$ cat src/hw/rtl/pli_pkg.sv
package pli_pkg;

  localparam int POINTS_MAX_DEF = 64;
  localparam int FRAC_BITS_DEF  = 16;

  localparam int COORD_W   = 32;
  localparam int INDEX_W   = 6;
  localparam int PARAM_W   = 18;
  localparam int CNT_W     = 7;
  localparam int ACT_W     = 2;
  localparam int CFG_IDX_W = 1;

  localparam int IN_DATA_W  = 120;
  localparam int OUT_DATA_W = 96;

  typedef enum logic [ACT_W-1:0] {
    ACT_WRITE = 2'd0,
    ACT_READ  = 2'd1,
    ACT_EVAL  = 2'd2
  } action_t;

  localparam logic [CFG_IDX_W-1:0] REG_NUM_POINTS = 1'b0;
  localparam logic [CFG_IDX_W-1:0] REG_CLOSED     = 1'b1;

  typedef struct packed {
    logic signed [COORD_W-1:0] z;
    logic signed [COORD_W-1:0] y;
    logic signed [COORD_W-1:0] x;
  } point_t;

endpackage

$ cat src/hw/rtl/pli_blend.sv
module pli_blend import pli_pkg::*; #(
  parameter int FRAC_BITS = FRAC_BITS_DEF
) (
  input  logic                      clk,
  input  logic                      mul_en,
  input  logic signed [COORD_W-1:0] a,
  input  logic signed [COORD_W-1:0] b,
  input  logic [FRAC_BITS:0]        f,
  output logic signed [COORD_W-1:0] pos
);

  localparam int TW = FRAC_BITS + 1;
  localparam int PW = COORD_W + TW + 1;
  localparam int SW = COORD_W + 3;
  localparam logic [TW-1:0] ONE_T = TW'(64'd1 << FRAC_BITS);
  localparam logic signed [SW-1:0] MAX_V = {{(SW-COORD_W+1){1'b0}}, {(COORD_W-1){1'b1}}};
  localparam logic signed [SW-1:0] MIN_V = {{(SW-COORD_W+1){1'b1}}, {(COORD_W-1){1'b0}}};

  logic signed [PW-1:0] prod_a_r;
  logic signed [PW-1:0] prod_b_r;
  logic [TW-1:0]        w_a;
  logic signed [SW-1:0] sum;

  assign w_a = ONE_T - f;

  always_ff @(posedge clk) begin
    if (mul_en) begin
      prod_a_r <= a * $signed({1'b0, w_a});
      prod_b_r <= b * $signed({1'b0, f});
    end
  end

  assign sum = SW'(prod_a_r >>> FRAC_BITS) + SW'(prod_b_r >>> FRAC_BITS);

  always_comb begin
    if (sum > MAX_V) begin
      pos = MAX_V[COORD_W-1:0];
    end else if (sum < MIN_V) begin
      pos = MIN_V[COORD_W-1:0];
    end else begin
      pos = sum[COORD_W-1:0];
    end
  end

endmodule

$ cat config.mk
export PLATFORM = sky130hd
export DESIGN_NAME = pli_blend
export DESIGN_NICKNAME = d
export VERILOG_FILES = /design/src/hw/rtl/pli_pkg.sv /design/src/hw/rtl/pli_blend.sv
export SDC_FILE = /design/constraint.sdc
export NUM_CORES = 2
export LEC_CHECK = 0
export BUFFER_PORTS_ARGS = -buffer_cell sky130_fd_sc_hd__clkbuf_2
export CAP_MARGIN = 10
export CORE_ASPECT_RATIO = 2
export CORE_MARGIN = 8
export CORE_UTILIZATION = 55
export CTS_CLUSTER_SIZE = 10
export DETAILED_ROUTE_END_ITERATION = 7
export PLACE_DENSITY = 0.73
export SYNTH_ARGS = -nofsm -noshare
export SYNTH_HDL_FRONTEND = slang
export SYNTH_SLANG_ARGS = --single-unit
$ cat constraint.sdc
create_clock -name clk -period 24.2 [get_ports clk]
set_clock_uncertainty 0.05 [all_clocks]
set_input_delay 3.63 -clock clk [delete_from_list [all_inputs] [get_ports clk]]
set_output_delay 3.63 -clock clk [all_outputs]
set_load 0.05 [all_outputs]
==> flow_summary.ini <==
[status]
status = completed

[global_route]
antenna_found_initial = 1
gr-total-overflow = 0
grt_max_degree = 69
grt_pass1_vias = 34200
grt_pass1_wl_um = 175000
track_usage_pct = 26.0

[yosys]
synth_compound_area_share_pct = 5.75
synth_cell_types = 72
syn-num-nets = 5889
yosysSeqAreaShare_pct = 4.97
yosys-mux-area-fraction_pct = 0.0244
synth-adder-area-share_pct = 58.7
syn-mean-instance-area_sq_um = 9.12
synth_top_area_cell = fa_1
synth_edf_count = 68
netlist_area_sq_mm = 0.0411
yosys-top-cells-area = fa_1, inv_1, ha_1
synthFlopType = edfxtp_1
synthArstFlopShare_pct = 0
yosys-top-cells-count = inv_1, fa_1, nand2_1
synth_top_area_share_pct = 50.7
synth_xor_area_share_pct = 2.72
synth_seq_cells = 68
synth.most_common_cell = inv_1
ys_warn_count = 0
synthSimpleGateAreaFrac_pct = 15.2
syn_inst = 4502
synth_top_family_by_area = adder cells

[worst_hold_path]
min_to = prod_b_r[49]$_DFFE_PP_
min_path_type = primary input to register
hold_start = mul_en
worstHoldPathCells = 2

[cts]
clockRootBuffer = clkbuf_16
holdBufCountCts = 0
numCtsBuffers = 9
cts_sinks = 68
cts_tree = yes
post_cts_buffers = 0
clkTransAtPathRegs_ps = 70
htreeDepth = 3
ctsResizeCount = 0
clockBufferDepth = 2

[floorplanning]
die_w_um = 209
die-area_sq_mm = 0.0842
pin_count = 115
die_y_um = 402
rows = 142
initial_utilization_pct = 55.2
design.core.area_sq_mm = 0.0744

[timing]
finalCritPeriodShare_pct = 51.3
setup_violations = 0
final_hold_viol_count = 0
post-route-min-period_ps = 12430
fmax_mhz = 80.5
drv_slew = 0
worst_slew_pin_slew_ps = 1180
max_slew_margin_pct = 21.1
rsz0062_at_grt = false
fin_tns_setup_ps = 0

[drt]
vias = 30300
routedWlPerCell_um = 19.4
drc = 0
drt_first_pass_iters = 7
ant_nets = 0
drtIter0Drc = 1831
via_per_inst = 5.60
drt_wl_total_um = 105000

[cells_and_area]
layout-drive-gt1-share_pct = 5.19
multi_input_comb_area_sq_mm = 0.0340
nNetsFinal = 5849
fill_cells = 6493
area_growth_syn_to_layout_pct = 4.04
seq_area_sq_mm = 0.00204

[place]
dp_hpwl_um = 82300
gp_congestion = 0.931
numPortBuffers = 114

[worst_setup_path]
cp.depth = 29
worstPathRequired_ps = 24220
crit_top_cell = fa_1
crit_fanout = 34
crit_path_end_kind = register
worst_path_largest_cell_delay_ps = 770
critical-path-slowest-cell = or4_1
setup.worst_path.class = primary input to register
timing.critical_path.buf_inv = 7
startpoint_type = primary input
cpLargestDelayFamily = adder cells
arrival_ps = 12450

[flow_run]
cap_violations = 0
## layout make-up
| class | instances | share of cell area [%] |
|---|---|---|
| sequential | 68 | 4.78 |
| multi-input combinational | 3069 | 79.6 |
| timing repair buffer | 145 | 1.88 |
| clock inverter | 6 | 0.208 |
| clock buffer | 10 | 0.536 |
| antenna | 1 | 0.00586 |
| inverter | 1169 | 10.3 |
| tap | 936 | 2.74 |
## cells by family (layout without fill, tap and decap cells)
logic type	count (synthesis)	count (layout)
mux	1	1
other cells	0	1
simple gates	1297	1297
xor+xnor	126	126
buf+inv	1365	1330
fa+ha+maj	1304	1304
flops	68	68
compound gates	341	341
## layout by cell type, fill, tap and decap left out, types with 5 or more instances in the layout
cell,instances
inv_1,1169
fa_1,1039
nand2_1,696
and2_1,415
ha_1,265
clkbuf_2,113
a21oi_1,100
xnor2_1,68
edfxtp_1,68
o21ai_0,52
nor2_1,50
a21o_1,48
nor2b_1,44
xor2_1,41
buf_4,31
o21ai_2,30
nor3_1,16
nand3_1,16
a211oi_1,13
nand4_1,12
o21a_1,12
a31oi_1,11
o21bai_1,11
o211ai_1,10
nand2b_1,9
clkbuf_16,9
xnor2_2,8
or3_1,8
and3_1,8
and4_1,7
xor2_2,6
o31ai_1,6
a21boi_0,6
a31o_2,5
## worst max-delay path by stage
stage	slack, ps	startpoint	endpoint
finish	11770	f[5]	prod_a_r[37]$_DFFE_PP_
detailed placement	11430	f[5]	prod_a_r[48]$_DFFE_PP_
floorplan	13110	f[5]	prod_a_r[48]$_DFFE_PP_
CTS	11790	f[5]	prod_a_r[48]$_DFFE_PP_
global placement	11590	f[5]	prod_a_r[48]$_DFFE_PP_
global route	11140	f[5]	prod_a_r[37]$_DFFE_PP_
## metal layers
metal  vias up  share of wire (%)  wire (um)  global-route usage (%)
met5         -                  0          0                       0
met1     15700                 38      39800                    32.3
met4         0                5.0       5190                    11.2
li1      13000                  -          -                       -
met3       319                6.4       6680                    3.34
met2      1204                 51      53100                    45.0
## flip-flops by register name, summed over array words and instances, names as in the netlist
name	cells
prod_b_r	34
prod_a_r	34
## through the flow
step | setup WS [ps] | std cells | util [%] | hold slack, ps | area (sq um)
finish | 11770 | 5404 | 57.4 | 3980 | 42700
global route | 11140 | 5403 | 57.4 | 4030 | 42700
CTS | 11790 | 5403 | 57.4 | 4000 | 42700
detailed placement | 11430 | 5387 | 57.0 | 4350 | 42400
global placement | 11590 | 5387 | 57.0 | 4340 | 42400
floorplan | 13110 | 4502 | - | 3690 | 41100
Power is left out: the tool's default activity adds up to more than one toggle a clock period on the data nets, which glitch-free logic cannot reach.
